## src/design/ugsd_pkg.sv

```systemverilog
package ugsd_pkg;

  // Depth of the byte queue between the classifier and the sequencer.
  localparam int unsigned QueueDepth = 4;
  localparam int unsigned QptrW      = $clog2(QueueDepth);
  localparam int unsigned QcntW      = $clog2(QueueDepth + 1);

  // Width of the configuration write data (the widest register).
  localparam int unsigned CfgDataW   = 16;
  localparam int unsigned CfgIndexW  = 3;

  // The ASCII space never has a glyph of its own.
  localparam logic [7:0] AsciiSpace  = 8'h20;

  // Configuration register indexes.
  typedef enum logic [CfgIndexW-1:0] {
    CFG_START_X      = 3'd0,
    CFG_ROW_PAGE     = 3'd1,
    CFG_CHAR_GAP     = 3'd2,
    CFG_FONT_ENABLES = 3'd3,
    CFG_ASCII_FIRST  = 3'd4,
    CFG_ASCII_COUNT  = 3'd5,
    CFG_ASCII_WIDTH  = 3'd6,
    CFG_WIDE_WIDTH   = 3'd7
  } cfg_reg_e;

  // Kinds of character cell in a result.
  typedef enum logic [2:0] {
    KIND_ASCII_GLYPH = 3'd0,
    KIND_ASCII_NONE  = 3'd1,
    KIND_WIDE_CODE   = 3'd2,
    KIND_WIDE_NONE   = 3'd3,
    KIND_END         = 3'd4,
    KIND_IGNORED     = 3'd5
  } cell_kind_e;

  typedef struct packed {
    logic [15:0] start_x;
    logic [4:0]  row_page;
    logic [7:0]  char_gap;
    logic [1:0]  font_enables;
    logic [6:0]  ascii_first;
    logic [7:0]  ascii_count;
    logic [7:0]  ascii_width;
    logic [7:0]  wide_width;
  } cfg_t;

  // What the classifier learns about one byte outside a sequence.
  typedef struct packed {
    logic        is_end;
    logic        is_ascii;
    logic        has_glyph;
    logic [6:0]  glyph_index;
    logic        is_wide;
    logic        is_lead;
    logic [1:0]  seq_len;
    logic [20:0] lead_acc;
  } byte_class_t;

  typedef struct packed {
    logic [7:0]  text_byte;
    byte_class_t cls;
  } qent_t;

  // Classify one byte against the current font configuration.
  function automatic byte_class_t classify(logic [7:0] b, cfg_t cfg);
    byte_class_t c;
    logic [6:0]  idx;
    logic [2:0]  ones;
    c    = '0;
    idx  = b[6:0] - cfg.ascii_first;
    // Leading ones of the byte, counted up to five.
    if (!b[7]) begin
      ones = 3'd0;
    end else if (!b[6]) begin
      ones = 3'd1;
    end else if (!b[5]) begin
      ones = 3'd2;
    end else if (!b[4]) begin
      ones = 3'd3;
    end else if (!b[3]) begin
      ones = 3'd4;
    end else begin
      ones = 3'd5;
    end
    c.is_end      = (b == 8'h00);
    c.is_ascii    = cfg.font_enables[0] && !b[7];
    c.has_glyph   = (b != AsciiSpace) && (b[6:0] >= cfg.ascii_first) &&
                    ({1'b0, idx} < cfg.ascii_count);
    c.glyph_index = idx;
    c.is_wide     = cfg.font_enables[1];
    c.is_lead     = (ones >= 3'd2) && (ones <= 3'd4);
    c.seq_len     = 2'(ones - 3'd1);
    case (ones)
      3'd2:    c.lead_acc = {10'b0, b[4:0], 6'b0};
      3'd3:    c.lead_acc = {5'b0, b[3:0], 12'b0};
      3'd4:    c.lead_acc = {b[2:0], 18'b0};
      default: c.lead_acc = '0;
    endcase
    return c;
  endfunction

endpackage

```

## src/design/utf8_glyph_stream_decoder_top.sv

```systemverilog
// Decodes a zero-terminated text string, one byte per request, into character cells
// with a running x position. Ordinary bytes are taken at one per cycle while the
// queue has room, and give at most one cell each via the queue and the result
// register. An end-of-string byte keeps the sequencer busy while it ends every
// sequence it cuts short and replays every held continuation byte; a four-entry
// byte queue in front of the sequencer keeps taking requests until full, and the
// one-entry result register is the only other buffering. Users write configuration
// through a plain write port while the block is idle; the block does not check it.
module utf8_glyph_stream_decoder_top (
  input  logic                           clk_i,
  input  logic                           rst_ni,
  input  logic                           cfg_we_i,
  input  logic [ugsd_pkg::CfgIndexW-1:0] cfg_index_i,
  input  logic [ugsd_pkg::CfgDataW-1:0]  cfg_wdata_i,
  input  logic                           in_valid_i,
  output logic                           in_stall_o,
  input  logic [7:0]                     text_byte_i,
  output logic                           out_valid_o,
  input  logic                           out_stall_i,
  output logic [2:0]                     cell_kind_o,
  output logic [6:0]                     glyph_index_o,
  output logic [20:0]                    code_point_o,
  output logic [15:0]                    x_pos_o,
  output logic [4:0]                     page_row_o,
  output logic                           last_o
);

  ugsd_pkg::cfg_t  cfg_q;
  logic            q_valid;
  ugsd_pkg::qent_t q_entry;
  logic            q_pop;

  // Configuration registers.
  always_ff @(posedge clk_i or negedge rst_ni) begin
    if (!rst_ni) begin
      cfg_q.start_x      <= 16'd0;
      cfg_q.row_page     <= 5'd0;
      cfg_q.char_gap     <= 8'd0;
      cfg_q.font_enables <= 2'd3;
      cfg_q.ascii_first  <= 7'd32;
      cfg_q.ascii_count  <= 8'd95;
      cfg_q.ascii_width  <= 8'd8;
      cfg_q.wide_width   <= 8'd16;
    end else if (cfg_we_i) begin
      case (ugsd_pkg::cfg_reg_e'(cfg_index_i))
        ugsd_pkg::CFG_START_X:      cfg_q.start_x      <= cfg_wdata_i;
        ugsd_pkg::CFG_ROW_PAGE:     cfg_q.row_page     <= cfg_wdata_i[4:0];
        ugsd_pkg::CFG_CHAR_GAP:     cfg_q.char_gap     <= cfg_wdata_i[7:0];
        ugsd_pkg::CFG_FONT_ENABLES: cfg_q.font_enables <= cfg_wdata_i[1:0];
        ugsd_pkg::CFG_ASCII_FIRST:  cfg_q.ascii_first  <= cfg_wdata_i[6:0];
        ugsd_pkg::CFG_ASCII_COUNT:  cfg_q.ascii_count  <= cfg_wdata_i[7:0];
        ugsd_pkg::CFG_ASCII_WIDTH:  cfg_q.ascii_width  <= cfg_wdata_i[7:0];
        ugsd_pkg::CFG_WIDE_WIDTH:   cfg_q.wide_width   <= cfg_wdata_i[7:0];
        default: ;
      endcase
    end
  end

  // Classifier and byte queue.
  ugsd_front u_front (
    .clk_i       (clk_i),
    .rst_ni      (rst_ni),
    .cfg_i       (cfg_q),
    .in_valid_i  (in_valid_i),
    .in_stall_o  (in_stall_o),
    .text_byte_i (text_byte_i),
    .q_valid_o   (q_valid),
    .q_entry_o   (q_entry),
    .q_pop_i     (q_pop)
  );

  // Sequence decoder and result register.
  ugsd_back u_back (
    .clk_i         (clk_i),
    .rst_ni        (rst_ni),
    .cfg_i         (cfg_q),
    .q_valid_i     (q_valid),
    .q_entry_i     (q_entry),
    .q_pop_o       (q_pop),
    .out_valid_o   (out_valid_o),
    .out_stall_i   (out_stall_i),
    .cell_kind_o   (cell_kind_o),
    .glyph_index_o (glyph_index_o),
    .code_point_o  (code_point_o),
    .x_pos_o       (x_pos_o),
    .page_row_o    (page_row_o),
    .last_o        (last_o)
  );

  // A request taken always leaves the queue non-empty in the next cycle.
  assert property (@(posedge clk_i) disable iff (!rst_ni)
    in_valid_i && !in_stall_o |=> q_valid)
    else $error("accepted byte did not reach the queue");

  // The last flag marks the end-of-string cell and nothing else.
  assert property (@(posedge clk_i) disable iff (!rst_ni)
    out_valid_o |-> (last_o == (cell_kind_o == ugsd_pkg::KIND_END)))
    else $error("last flag and end cell disagree");

  // Only a decoded wide cell carries a code point.
  assert property (@(posedge clk_i) disable iff (!rst_ni)
    out_valid_o && (cell_kind_o != ugsd_pkg::KIND_WIDE_CODE) |-> (code_point_o == '0))
    else $error("code point on a cell that is not a wide code");

  // Only an ASCII glyph cell carries a glyph index.
  assert property (@(posedge clk_i) disable iff (!rst_ni)
    out_valid_o && (cell_kind_o != ugsd_pkg::KIND_ASCII_GLYPH) |-> (glyph_index_o == '0))
    else $error("glyph index on a cell without an ASCII glyph");

endmodule

```

## src/design/ugsd_front.sv

```systemverilog
module ugsd_front (
  input  logic                 clk_i,
  input  logic                 rst_ni,
  input  ugsd_pkg::cfg_t       cfg_i,
  input  logic                 in_valid_i,
  output logic                 in_stall_o,
  input  logic [7:0]           text_byte_i,
  output logic                 q_valid_o,
  output ugsd_pkg::qent_t      q_entry_o,
  input  logic                 q_pop_i
);

  ugsd_pkg::qent_t                  mem_q [ugsd_pkg::QueueDepth];
  logic [ugsd_pkg::QptrW-1:0]       wr_ptr_q, wr_ptr_d;
  logic [ugsd_pkg::QptrW-1:0]       rd_ptr_q, rd_ptr_d;
  logic [ugsd_pkg::QcntW-1:0]       cnt_q, cnt_d;
  logic                             push;
  ugsd_pkg::qent_t                  new_entry;

  // Classify the incoming byte before it is queued.
  always_comb begin
    new_entry.text_byte = text_byte_i;
    new_entry.cls       = ugsd_pkg::classify(text_byte_i, cfg_i);
  end

  // Queue control: the request is taken whenever a slot is free.
  assign in_stall_o = (cnt_q == ugsd_pkg::QcntW'(ugsd_pkg::QueueDepth));
  assign push       = in_valid_i && !in_stall_o;
  assign q_valid_o  = (cnt_q != '0);
  assign q_entry_o  = mem_q[rd_ptr_q];

  always_comb begin
    wr_ptr_d = wr_ptr_q;
    rd_ptr_d = rd_ptr_q;
    cnt_d    = cnt_q;
    if (push) begin
      wr_ptr_d = wr_ptr_q + 1'b1;
    end
    if (q_pop_i) begin
      rd_ptr_d = rd_ptr_q + 1'b1;
    end
    if (push && !q_pop_i) begin
      cnt_d = cnt_q + 1'b1;
    end else if (!push && q_pop_i) begin
      cnt_d = cnt_q - 1'b1;
    end
  end

  always_ff @(posedge clk_i or negedge rst_ni) begin
    if (!rst_ni) begin
      wr_ptr_q <= '0;
      rd_ptr_q <= '0;
      cnt_q    <= '0;
    end else begin
      wr_ptr_q <= wr_ptr_d;
      rd_ptr_q <= rd_ptr_d;
      cnt_q    <= cnt_d;
    end
  end

  // Queue storage.
  always_ff @(posedge clk_i) begin
    if (push) begin
      mem_q[wr_ptr_q] <= new_entry;
    end
  end

endmodule

```

## src/design/ugsd_back.sv

```systemverilog
module ugsd_back (
  input  logic                 clk_i,
  input  logic                 rst_ni,
  input  ugsd_pkg::cfg_t       cfg_i,
  input  logic                 q_valid_i,
  input  ugsd_pkg::qent_t      q_entry_i,
  output logic                 q_pop_o,
  output logic                 out_valid_o,
  input  logic                 out_stall_i,
  output logic [2:0]           cell_kind_o,
  output logic [6:0]           glyph_index_o,
  output logic [20:0]          code_point_o,
  output logic [15:0]          x_pos_o,
  output logic [4:0]           page_row_o,
  output logic                 last_o
);

  // Decoder state.
  logic [1:0]  seq_rem_q, seq_rem_d;
  logic [20:0] acc_q, acc_d;
  logic [7:0]  held0_q, held0_d, held1_q, held1_d;
  logic [1:0]  held_cnt_q, held_cnt_d;
  logic [15:0] x_off_q, x_off_d;
  logic [7:0]  replay0_q, replay0_d, replay1_q, replay1_d;
  logic [1:0]  replay_cnt_q, replay_cnt_d;

  // Output register.
  logic                  out_valid_q, out_valid_d;
  ugsd_pkg::cell_kind_e  out_kind_q;
  logic [6:0]            out_glyph_q;
  logic [20:0]           out_cp_q;
  logic [15:0]           out_x_q;
  logic [4:0]            out_page_q;
  logic                  out_last_q;

  // Step signals.
  logic                  src_replay, out_free, go;
  logic [7:0]            src_byte;
  ugsd_pkg::byte_class_t src_cls;
  logic [20:0]           cont_bits, acc_cont;
  logic [1:0]            rem_next;
  logic                  res_valid, res_last, adv_en;
  ugsd_pkg::cell_kind_e  res_kind;
  logic [6:0]            res_glyph;
  logic [20:0]           res_cp;
  logic [7:0]            adv_w;

  // Pick the byte for this step: a pending replay goes before the queue.
  always_comb begin
    src_replay = (replay_cnt_q != 2'd0);
    src_byte   = src_replay ? replay0_q : q_entry_i.text_byte;
    src_cls    = src_replay ? ugsd_pkg::classify(replay0_q, cfg_i) : q_entry_i.cls;
    out_free   = !out_valid_q || !out_stall_i;
    go         = out_free && (src_replay || q_valid_i);
  end

  // Continuation bits land at the place the remaining count selects.
  always_comb begin
    case (seq_rem_q)
      2'd1:    cont_bits = {15'b0, src_byte[5:0]};
      2'd2:    cont_bits = {9'b0, src_byte[5:0], 6'b0};
      2'd3:    cont_bits = {3'b0, src_byte[5:0], 12'b0};
      default: cont_bits = '0;
    endcase
  end

  assign acc_cont = acc_q | cont_bits;
  assign rem_next = seq_rem_q - 2'd1;

  // One step per cycle unless stalled: replayed byte, queued byte, or string-end step.
  always_comb begin
    seq_rem_d    = seq_rem_q;
    acc_d        = acc_q;
    held0_d      = held0_q;
    held1_d      = held1_q;
    held_cnt_d   = held_cnt_q;
    x_off_d      = x_off_q;
    replay0_d    = replay0_q;
    replay1_d    = replay1_q;
    replay_cnt_d = replay_cnt_q;

    q_pop_o      = 1'b0;
    res_valid    = 1'b0;
    res_kind     = ugsd_pkg::KIND_IGNORED;
    res_glyph    = '0;
    res_cp       = '0;
    res_last     = 1'b0;
    adv_en       = 1'b0;
    adv_w        = cfg_i.wide_width;

    if (go) begin
      if (src_replay) begin
        replay0_d    = replay1_q;
        replay_cnt_d = replay_cnt_q - 2'd1;
      end
      if (src_replay || !q_entry_i.cls.is_end) begin
        q_pop_o = !src_replay;
        if (seq_rem_q != 2'd0) begin
          // Continuation byte, taken unchecked.
          seq_rem_d = rem_next;
          if (rem_next != 2'd0) begin
            acc_d = acc_cont;
            if (held_cnt_q == 2'd0) begin
              held0_d    = src_byte;
              held_cnt_d = 2'd1;
            end else if (held_cnt_q == 2'd1) begin
              held1_d    = src_byte;
              held_cnt_d = 2'd2;
            end
          end else begin
            res_valid  = 1'b1;
            res_kind   = (acc_cont != '0) ? ugsd_pkg::KIND_WIDE_CODE
                                          : ugsd_pkg::KIND_WIDE_NONE;
            res_cp     = acc_cont;
            adv_en     = 1'b1;
            acc_d      = '0;
            held_cnt_d = 2'd0;
          end
        end else if (src_cls.is_ascii) begin
          res_valid = 1'b1;
          res_kind  = src_cls.has_glyph ? ugsd_pkg::KIND_ASCII_GLYPH
                                        : ugsd_pkg::KIND_ASCII_NONE;
          res_glyph = src_cls.has_glyph ? src_cls.glyph_index : 7'd0;
          adv_en    = 1'b1;
          adv_w     = cfg_i.ascii_width;
        end else if (src_cls.is_wide) begin
          if (src_cls.is_lead) begin
            acc_d      = src_cls.lead_acc;
            seq_rem_d  = src_cls.seq_len;
            held_cnt_d = 2'd0;
          end else begin
            res_valid = 1'b1;
            res_kind  = ugsd_pkg::KIND_WIDE_NONE;
            adv_en    = 1'b1;
          end
        end else begin
          res_valid = 1'b1;
          res_kind  = ugsd_pkg::KIND_IGNORED;
        end
      end else if (seq_rem_q != 2'd0) begin
        // String ended inside a sequence: drop the lead and replay the held bytes.
        res_valid    = 1'b1;
        res_kind     = ugsd_pkg::KIND_WIDE_NONE;
        adv_en       = 1'b1;
        replay0_d    = held0_q;
        replay1_d    = held1_q;
        replay_cnt_d = held_cnt_q;
        seq_rem_d    = 2'd0;
        acc_d        = '0;
        held_cnt_d   = 2'd0;
      end else begin
        // End of string.
        res_valid  = 1'b1;
        res_kind   = ugsd_pkg::KIND_END;
        res_last   = 1'b1;
        x_off_d    = '0;
        acc_d      = '0;
        held_cnt_d = 2'd0;
        q_pop_o    = 1'b1;
      end
      if (adv_en) begin
        x_off_d = x_off_q + 16'(adv_w) + 16'(cfg_i.char_gap);
      end
    end

    out_valid_d = out_free ? res_valid : out_valid_q;
  end

  always_ff @(posedge clk_i or negedge rst_ni) begin
    if (!rst_ni) begin
      seq_rem_q    <= '0;
      acc_q        <= '0;
      held_cnt_q   <= '0;
      x_off_q      <= '0;
      replay_cnt_q <= '0;
      out_valid_q  <= 1'b0;
    end else begin
      seq_rem_q    <= seq_rem_d;
      acc_q        <= acc_d;
      held_cnt_q   <= held_cnt_d;
      x_off_q      <= x_off_d;
      replay_cnt_q <= replay_cnt_d;
      out_valid_q  <= out_valid_d;
    end
  end

  // Held and replayed bytes, and the result payload.
  always_ff @(posedge clk_i) begin
    held0_q   <= held0_d;
    held1_q   <= held1_d;
    replay0_q <= replay0_d;
    replay1_q <= replay1_d;
    if (res_valid) begin
      out_kind_q  <= res_kind;
      out_glyph_q <= res_glyph;
      out_cp_q    <= res_cp;
      out_x_q     <= cfg_i.start_x + x_off_q;
      out_page_q  <= cfg_i.row_page;
      out_last_q  <= res_last;
    end
  end

  assign out_valid_o   = out_valid_q;
  assign cell_kind_o   = out_kind_q;
  assign glyph_index_o = out_glyph_q;
  assign code_point_o  = out_cp_q;
  assign x_pos_o       = out_x_q;
  assign page_row_o    = out_page_q;
  assign last_o        = out_last_q;

endmodule

```

## config.mk

```make
export PLATFORM = sky130hd
export DESIGN_NAME = utf8_glyph_stream_decoder_top
export DESIGN_NICKNAME = d
export VERILOG_FILES = /design/src/design/ugsd_pkg.sv /design/src/design/utf8_glyph_stream_decoder_top.sv /design/src/design/ugsd_front.sv /design/src/design/ugsd_back.sv
export SDC_FILE = /design/constraint.sdc
export NUM_CORES = 1
export LEC_CHECK = 0
export BUFFER_PORTS_ARGS = -buffer_cell sky130_fd_sc_hd__buf_2
export CAP_MARGIN = 15
export CORE_AREA = 5 5 168 170
export DETAILED_ROUTE_END_ITERATION = 12
export DIE_AREA = 0 0 173 175
export PLACE_DENSITY = 0.77
export SYNTH_ARGS = -nofsm -noshare
export SYNTH_HDL_FRONTEND = slang
export SYNTH_SLANG_ARGS = --single-unit
export TNS_END_PERCENT = 50
```

## constraint.sdc

```tcl
create_clock -name clk_i -period 9.6 [get_ports clk_i]
set_input_delay 1.92 -clock clk_i [delete_from_list [all_inputs] [get_ports clk_i]]
set_output_delay 1.92 -clock clk_i [all_outputs]
set_load 0.1 [all_outputs]
```

* Word-level counts from Yosys, hierarchy flattened
Memory sizes are Yosys's and may differ from the RTL's.
Index checks and enable logic that the tools add are counted.
** Operators by class
- Reduce and logical (&&, ||, !) cells :: 54
- Bitwise gates (word level) :: 7
- Add/subtract/negate cells :: 13
- Muxes and demuxes :: 77
- Order comparisons :: 8
- Equality and inequality tests :: 27
** Operators with widths (number)
- 21-bit two-way mux :: 6
- 21-bit case mux with 3 select lines :: 2
- 8-bit two-way mux :: 8
- 18-bit case mux with 3 select lines :: 1
- 3-bit two-way mux :: 17
- 16-bit two-way mux :: 3
- 2-bit two-way mux :: 17
- 34-bit two-way mux :: 1
- 16-bit by 8-bit adder with 16-bit output :: 2
- 1-bit two-way mux :: 22
- 3-bit equality test, second input constant :: 7
- 21-bit by 18-bit bitwise OR with 21-bit output :: 1
- 21-bit nonzero test :: 1
- 3-bit by 2-bit equality test with 1-bit output, second input constant :: 6
- 16-bit adder :: 1
- 7-bit by 8-bit less-than comparator with 1-bit output :: 2
- 8-bit by 6-bit != test with 1-bit output, second input constant :: 2
- 2-bit AND reduction :: 8
- 5-bit AND reduction :: 3
- 7-bit greater-or-equal comparator :: 2
- 2-bit nonzero test :: 7
- 7-bit subtractor :: 2
- 1-bit logical AND :: 12
- 1-bit logical NOT :: 9
- 25 further kinds :: 44
** Storage, ports and cells
- Bits in writable memories :: 172
- Bits in registers :: 198
- Memories kept :: 1
- Output and inout bits :: 55
- Logic and storage cells :: 214
** Memories
- u_front.mem_q :: words 4, bits a word 43, read ports 1, clocked after Yosys merged registers in 0, write ports 1, RTL line ugsd_front.sv:13 : ugsd_pkg::qent_t mem_q [ugsd_pkg::QueueDepth];

* Depth between registers and ports, before layout
Gate-level depths: netlist of the first run.
- Depth in word-level cells :: 16
- Mapped depth :: 18

* Modules after synthesis
A second synthesis of the first run with hierarchy kept.
** Second synthesis, totals
- Cell total of the unflattened synthesis :: 1190
- Area, all modules :: 16031.6 um2
** By module, submodules not included
- ugsd_back :: cells each 728, area an instance 7531.0 um2, times used 1
- ugsd_front :: cells each 323, area an instance 6057.1 um2, times used 1
- utf8_glyph_stream_decoder_top :: cells each 139, area an instance 2443.6 um2, times used 1

* Least setup slack after synthesis of the first run
No wires, ideal clock.
- Path kind :: input -> register
- From :: input port out_stall_i
- To :: register u_back.out_kind_q[0], in the netlist u_back.cell_kind_o[0] (enable)
- Path buffers :: 1
- Arrival time :: 4566 ps
- Cell stages on the path :: 3
- Path slack :: 4569 ps
- Library setup time :: 464 ps
- Cells stage by stage :: a21o_1 -> buf_1 -> nor2_1
** On the way
- Cells in the longest elaborated chain, start to end :: 4
** RTL lines
- start: declaration :: RTL line utf8_glyph_stream_decoder_top.sv:19 : input logic out_stall_i,
- 1-bit logical NOT :: RTL line ugsd_back.sv:53 : out_free = !out_valid_q || !out_stall_i;
- 1-bit logical OR :: RTL line ugsd_back.sv:53
- 1-bit logical AND :: RTL line ugsd_back.sv:54 : go = out_free && (src_replay || q_valid_i);
- 1-bit two-way mux :: RTL line ugsd_back.sv:91 : if (go) begin
- named net u_back.res_valid :: RTL line ugsd_back.sv:42 : logic res_valid, res_last, adv_en;
- end signal: assignment :: RTL line ugsd_back.sv:194 : out_kind_q <= res_kind;
- end: declaration :: RTL line ugsd_back.sv:29 : ugsd_pkg::cell_kind_e out_kind_q;
The timed path passes the listed nets, and every way through them passes these cells.
A chain may end at the register's enable or synchronous reset.

* Final worst setup path of the first run
- From :: register u_front.rd_ptr_q[0] (netlist name)
- To :: register u_back.x_off_q[11]
** On the way
- Cells in the longest elaborated chain, start to end :: 10
- Elaborated cells between the ends (all ways) :: 20
- Those cells by class :: 2 x add/sub; 2 x eq/ne; 12 x mux; 3 x reduce/logical; 1 x memory
** RTL lines
- start: declaration :: RTL line ugsd_front.sv:15 : logic [ugsd_pkg::QptrW-1:0] rd_ptr_q, rd_ptr_d;
- start signal: assignment :: RTL line ugsd_front.sv:56 : rd_ptr_q <= rd_ptr_d;
- memory read 4 x 43 bit (*)
- branches (longest 9 deep; another with 16-bit by 8-bit adder with 16-bit output)
- end signal: assignment :: RTL line ugsd_back.sv:181 : x_off_q <= x_off_d;
- end: declaration :: RTL line ugsd_back.sv:23 : logic [15:0] x_off_q, x_off_d;
Mark *: on every way between the ends. The select of a mux whose other input is x is not followed.

==> flow_metrics.tcl, run 1 <==
set metrics [dict create \
    grt_pass1_vias 10100 \
    hp-class "flip-flop to flip-flop" \
    async_reset_ff_frac 0.338 \
    dpl.hpwl_microns 24000 \
    synth_area_sq_mm 0.0156 \
    gp_congestion 0.879 \
    synth-edff-count 221 \
    cts_tree "built" \
    synthCells 1178 \
    dr.pass1.iters 6 \
    grt_use_total 0.233 \
    finalSetupViolations 0 \
    rsz0062_at_grt "no" \
    wl_per_cell_microns 21.6 \
    clock_path_buffers 3 \
    crit_family "compound AO/OA/AOI/OAI gates" \
    drt_iter0_markers 979 \
    antenna_found_initial 0 \
    period_minus_slack_ns 5.12 \
    cts_sinks 334 \
    setup_tns_ns 0 \
    die_h_microns 175 \
    routed_wirelength_microns 35400 \
    initial_core_util 0.586 \
    path_buf_inv 3 \
    timing.final.hold_violations 0 \
    route.detailed.drc 0 \
    grt-ovfl-total 0 \
    final_max_slew_viol_count 0 \
    drv_cap 0 \
    holdBufCountCts 0 \
    portBuffers 86 \
    period_share 0.533 \
    die_area_sq_mm 0.0303 \
    endpoint_kind "flip-flop" \
    cts_max_level 2 \
    synth.avg_cell_area_sq_um 13.2 \
    grt_max_degree 73 \
    outcome "finished clean" \
    maxSlewHeadroom 0.367 \
    cts.clk_slew.worst_paths_ns 0.06 \
    core_sq_mm 0.0266 \
    cts_setup_buffers 0 \
    timing.hold.ws_ns 0.420 \
    start_kind "flip-flop" \
    cp.arrival_ns 5.51 \
    cp_max_fo 33 \
    tightest_slew_ns 0.950 \
    finalClockSkew_ns 0.0191 \
    syn-num-nets 1281 \
    die_width_microns 173 \
    vias 9972 \
    viasPerCell 6.07 \
    max_freq_mhz 195 \
    antenna_left 0 \
    synth_seq_cells 334 \
    ys.flop_type "edfxtp_1" \
    syn2layout_area_growth_pct 12.5 \
    crit_type "flip-flop to flip-flop" \
    nNetsFinal 1377 \
    cp_slowest_cell "o41ai_1" \
    ys_seq_area_frac 0.609 \
    critical-path-max-stage-delay_ns 0.69 \
    grt_pass1_wl_microns 56000 \
    path_cells "buf_4 -> mux4_2 -> nor3b_1 -> o21ai_1 -> buf_4 -> mux2i_1 -> fa_1 -> inv_1 -> ha_1 -> fa_1 -> a21o_1 -> a21oi_1 -> o21ai_0 -> o41ai_1 -> nor3_1 -> xnor2_1 -> nor2_1" \
    worst_ep_required_time_ns 9.99 \
    antenna_cells 0 \
    clkLatencyLatePin_ns 0.53 \
    yosysWarnings 0 \
    placementRows 60 \
    drive_gt1_frac 0.198 \
    pin_count 87 \
    cts_root_buffer "clkbuf_16" \
    numCtsBuffers 35 \
    yosysUniqueCellTypes 70 \
    post_cts_resize_count 0 \
]
[cells in the final DEF, fill, tap and decap left out, types with 11 or more instances in the layout]
master	n
edfxtp_1	221
dfrtp_1	100
nand2_1	88
buf_2	85
inv_1	82
o21ai_0	67
nor2_1	65
ha_1	58
a21oi_1	54
mux2_2	48
clkbuf_16	35
mux2i_1	30
mux4_2	28
xnor2_1	27
nor3_1	25
buf_4	19
and3_1	15
a21o_1	14
nor2b_1	14
fa_1	13
xor2_1	12
dfstp_2	11
[per-layer routing]
layer	global-route usage	up-vias	wire length (microns)
li1	-	4527	-
met1	0.323	4889	14600
met2	0.377	465	16500
met3	0.0493	91	3110
met4	0.0702	0	1140
met5	0	-	0
[through the flow]
stage / util / std cells / cell area (sq um) / setup slack (ns)
finish: 0.659 / 1642 / 17500 / 4.48
global route: 0.659 / 1642 / 17500 / 4.08
CTS: 0.659 / 1642 / 17500 / 4.41
detailed placement: 0.615 / 1578 / 16400 / 4.51
global placement: 0.615 / 1578 / 16400 / 4.65
floorplan: - / 1178 / 15600 / 4.57
[Yosys cell counts, types with 3 or more instances]
library cell / count / area [sq um]
o221ai_1: 6 / 52.6
nand4b_1: 3 / 26.3
and2_1: 10 / 62.6
and3_1: 15 / 93.8
o21bai_1: 5 / 37.5
xor2_1: 12 / 105
nor3b_1: 5 / 37.5
xnor2_1: 27 / 236
nor2b_1: 14 / 87.6
clkbuf_1: 24 / 90.1
mux4_2: 28 / 631
nor4_1: 8 / 50.1
fa_1: 13 / 260
a31oi_1: 8 / 50.1
nor3_1: 26 / 130
or3_1: 7 / 43.8
dfstp_2: 11 / 289
dfrtp_1: 102 / 2550
a22o_1: 10 / 87.6
mux2i_1: 30 / 300
a22oi_1: 5 / 37.5
a21boi_0: 3 / 22.5
a21o_1: 14 / 105
o22ai_1: 7 / 43.8
mux2_2: 48 / 541
nand3_1: 10 / 50.1
nor2_1: 66 / 248
nand2_1: 88 / 330
o21a_1: 6 / 45.0
inv_1: 82 / 308
edfxtp_1: 221 / 6640
buf_2: 14 / 70.1
nand2b_1: 5 / 31.3
a32o_1: 3 / 30.0
a211oi_1: 6 / 45.0
o21ai_0: 67 / 335
nand4_1: 8 / 50.1
buf_6: 4 / 45.0
o21ai_1: 10 / 50.1
ha_1: 58 / 726
a21oi_1: 54 / 270
[area by class of cell]
type                            count  area (sq um)
Tap cell                          341           427
Clock buffer                       44           950
Multi-Input combinational cell    717          5570
Timing Repair Buffer              104           568
Inverter                           82           308
Fill cell                        1946          9060
Sequential cell                   334          9480
Clock inverter                     20           208
[registers in the layout, summed over array words and instances, names as in the netlist, 3 cells and up]
| register | count |
|---|---|
| cfg_q | 62 |
| u_back.code_point_o | 21 |
| u_back.acc_q | 21 |
| u_back.held1_q | 8 |
| u_back.page_row_o | 5 |
| u_back.x_off_q | 16 |
| u_front.mem_q | 136 |
| u_back.replay0_q | 8 |
| u_back.x_pos_o | 16 |
| u_back.glyph_index_o | 7 |
| u_back.held0_q | 8 |
| u_front.cnt_q | 3 |
| u_back.cell_kind_o | 3 |
| u_back.replay1_q | 8 |
[kinds of logic after synthesis]
| kind of cell | synth area share |
|---|---|
| flops | 0.609 |
| simple gates | 0.0883 |
| compound gates | 0.0875 |
| buf+inv | 0.0342 |
| mux | 0.0960 |
| fa+ha+maj | 0.0633 |
| xor+xnor | 0.0219 |
[final timing paths]
path	start	endpoint	slack (ns)	depth (start not counted)
worst max-delay path	u_front.rd_ptr_q[0]	u_back.x_off_q[11]	4.48	17
worst min register to register	u_back.held1_q[0]	u_back.replay1_q[0]	0.42	0
min in group asynchronous	rst_ni	cfg_q[52]	1.38	1
worst min-delay path	u_back.held1_q[0]	u_back.replay1_q[0]	0.42	0
max in group asynchronous	rst_ni	u_front.rd_ptr_q[0]	6.85	2
worst max register to register	u_front.rd_ptr_q[0]	u_back.x_off_q[11]	4.48	17
Power of run 1 is left out: the tool's default activity adds up to more than one toggle a clock period on the data nets, which glitch-free logic cannot reach.
==> run 2, diff against run 1 <==
==> constraint.sdc (replaced) <==
create_clock -name clk_i -period 4.8 [get_ports clk_i]
set_input_delay 0.96 -clock clk_i [delete_from_list [all_inputs] [get_ports clk_i]]
set_output_delay 0.96 -clock clk_i [all_outputs]
set_load 0.1 [all_outputs]
==> run 2 against run 1 <==
Against the previous run: flip-flop and latch count unchanged; register-to-register slack lost 4.1 ns; first-iteration DRC count shrank 21%; non-clock buffer count up 6; maximum frequency is 17% higher; worst hold slack hardly changed; die area did not move; worst setup slack lost 4.1 ns.
==> flow_metrics.tcl, run 2 (synthesis results as in run 1) <==
set metrics [dict create \
    outcome "finished clean" \
    drt_iter0_markers 772 \
    portBuffers 86 \
    grt_use_total 0.230 \
    route.detailed.drc 0 \
    grt-ovfl-total 0 \
    gp_congestion 0.899 \
    rrSetupSlack_ns 0.43 \
    routed_wirelength_microns 34300 \
    vias 9852 \
    finalClockSkew_ns 0.0149 \
    timing.final.hold_violations 0 \
    tightest_slew_ns 0.833 \
    period_minus_slack_ns 4.37 \
    hp-class "flip-flop to flip-flop" \
    layout_common_cells "edfxtp_1, dfrtp_1, nand2_1" \
    dr.pass1.iters 7 \
    syn2layout_area_growth_pct 13.0 \
    cts_tree "built" \
    antenna_cells 0 \
    cts_sinks 334 \
    endpoint_kind "flip-flop" \
    crit_type "flip-flop to flip-flop" \
    grt_max_degree 49 \
    pin_count 87 \
    numCtsBuffers 35 \
    drv_cap 0 \
    die_h_microns 175 \
    finalSetupViolations 0 \
    initial_core_util 0.586 \
    cp_max_fo 4 \
    reg2reg_depth 16 \
    nFillCells 1898 \
    worst_ep_required_time_ns 5.17 \
    regToRegEndpoint "u_back.x_off_q[15]" \
    core_sq_mm 0.0266 \
    grt_pass1_wl_microns 55400 \
    holdBufCountCts 0 \
    grt_pass1_vias 10100 \
    final_max_slew_viol_count 0 \
    period_share 0.911 \
    nNetsFinal 1383 \
    setup_tns_ns 0 \
    wl_per_cell_microns 20.8 \
    rr_startpoint "u_front.rd_ptr_q[0]" \
    cts_setup_buffers 0 \
    largestRegisters "u_front.mem_q: 136 flops, cfg_q: 62 flops" \
    cp.arrival_ns 4.74 \
    die_area_sq_mm 0.0303 \
    drive_gt1_frac 0.201 \
    dpl.hpwl_microns 23400 \
    viasPerCell 5.98 \
    top_register "u_front.mem_q" \
    die_width_microns 173 \
    cts_max_level 2 \
    worst_setup_path_endpoint "u_back.x_off_q[15]" \
    antenna_left 0 \
    max_freq_mhz 229 \
    maxSlewHeadroom 0.444 \
    layout_commonest_cell "edfxtp_1" \
    placementRows 60 \
    cts_root_buffer "clkbuf_16" \
    start_kind "flip-flop" \
    clock_path_buffers 3 \
    antenna_found_initial 0 \
    rsz0062_at_grt "no" \
    cts.clk_slew.worst_paths_ns 0.06 \
    clkLatencyLatePin_ns 0.52 \
    crit_start "u_front.rd_ptr_q[0]" \
    post_cts_resize_count 0 \
    largest_reg_flops 136 \
]
[run 2: cell types whose count changed in the layout (fill, tap and decap cells not counted), sizes merged]
| cell | previous run | this run |
|---|---|---|
| bufinv | 3 | 2 |
| clkinv | 15 | 7 |
| clkinvlp | 1 | 0 |
| inv | 83 | 85 |
| buf | 104 | 110 |
| clkbuf | 44 | 51 |
[run 2: worst min-delay path by stage]
stage / from / endpoint / cells past startpoint
after global routing: u_back.held1_q[6] / u_back.replay1_q[6] / 0
after detailed placement: u_back.held1_q[0] / u_back.replay1_q[0] / 0
after global placement: u_back.held1_q[5] / u_back.replay1_q[5] / 0
after CTS: u_back.held1_q[0] / u_back.replay1_q[0] / 0
final: u_back.held1_q[1] / u_back.replay1_q[1] / 0
after floorplan: u_back.held1_q[0] / u_back.replay1_q[0] / 0
[run 2: area by class of cell]
class | instances | area (sq um) | share of cell area
Clock buffer | 51 | 1050 | 0.0597
Clock inverter | 12 | 124 | 0.00704
Inverter | 82 | 308 | 0.0175
Multi-Input combinational cell | 717 | 5570 | 0.317
Sequential cell | 334 | 9480 | 0.539
Tap cell | 341 | 427 | 0.0243
Timing Repair Buffer | 110 | 626 | 0.0356
[run 2: critical path, stage by stage, from the launching register on]
cell     delay, ns
dfrtp_2       0.39
mux4_2        0.51
nor3b_1       0.15
o21ai_1       0.42
mux2i_1       0.19
fa_1          0.52
inv_1         0.04
ha_1          0.23
fa_1          0.42
a21o_1        0.17
a21oi_1       0.21
o21ai_0       0.15
o41ai_1       0.32
buf_4         0.20
nor4b_2       0.05
xnor2_1       0.18
nor2_1        0.06
[run 2: per-layer routing]
metal | track usage | wire [microns] | up-vias
met2 | 0.362 | 15700 | 374
met1 | 0.328 | 14900 | 4865
met4 | 0.0652 | 856 | 0
met3 | 0.0513 | 2770 | 66
met5 | 0 | 0 | -
li1 | - | - | 4547
[run 2: per-stage QoR]
| stage | std cells | cell area, sq um | utilization | hold WS (ns) | setup WS (ns) |
|---|---|---|---|---|---|
| finish | 1647 | 17600 | 0.662 | 0.419 | 0.428 |
| global route | 1647 | 17600 | 0.662 | 0.433 | 0.121 |
| CTS | 1647 | 17600 | 0.662 | 0.418 | 0.376 |
| detailed placement | 1584 | 16400 | 0.618 | 0.405 | 0.411 |
| global placement | 1584 | 16400 | 0.618 | 0.400 | 0.497 |
| floorplan | 1178 | 15600 | - | 0.400 | 0.0804 |
Power of run 2 is left out for the same reason.
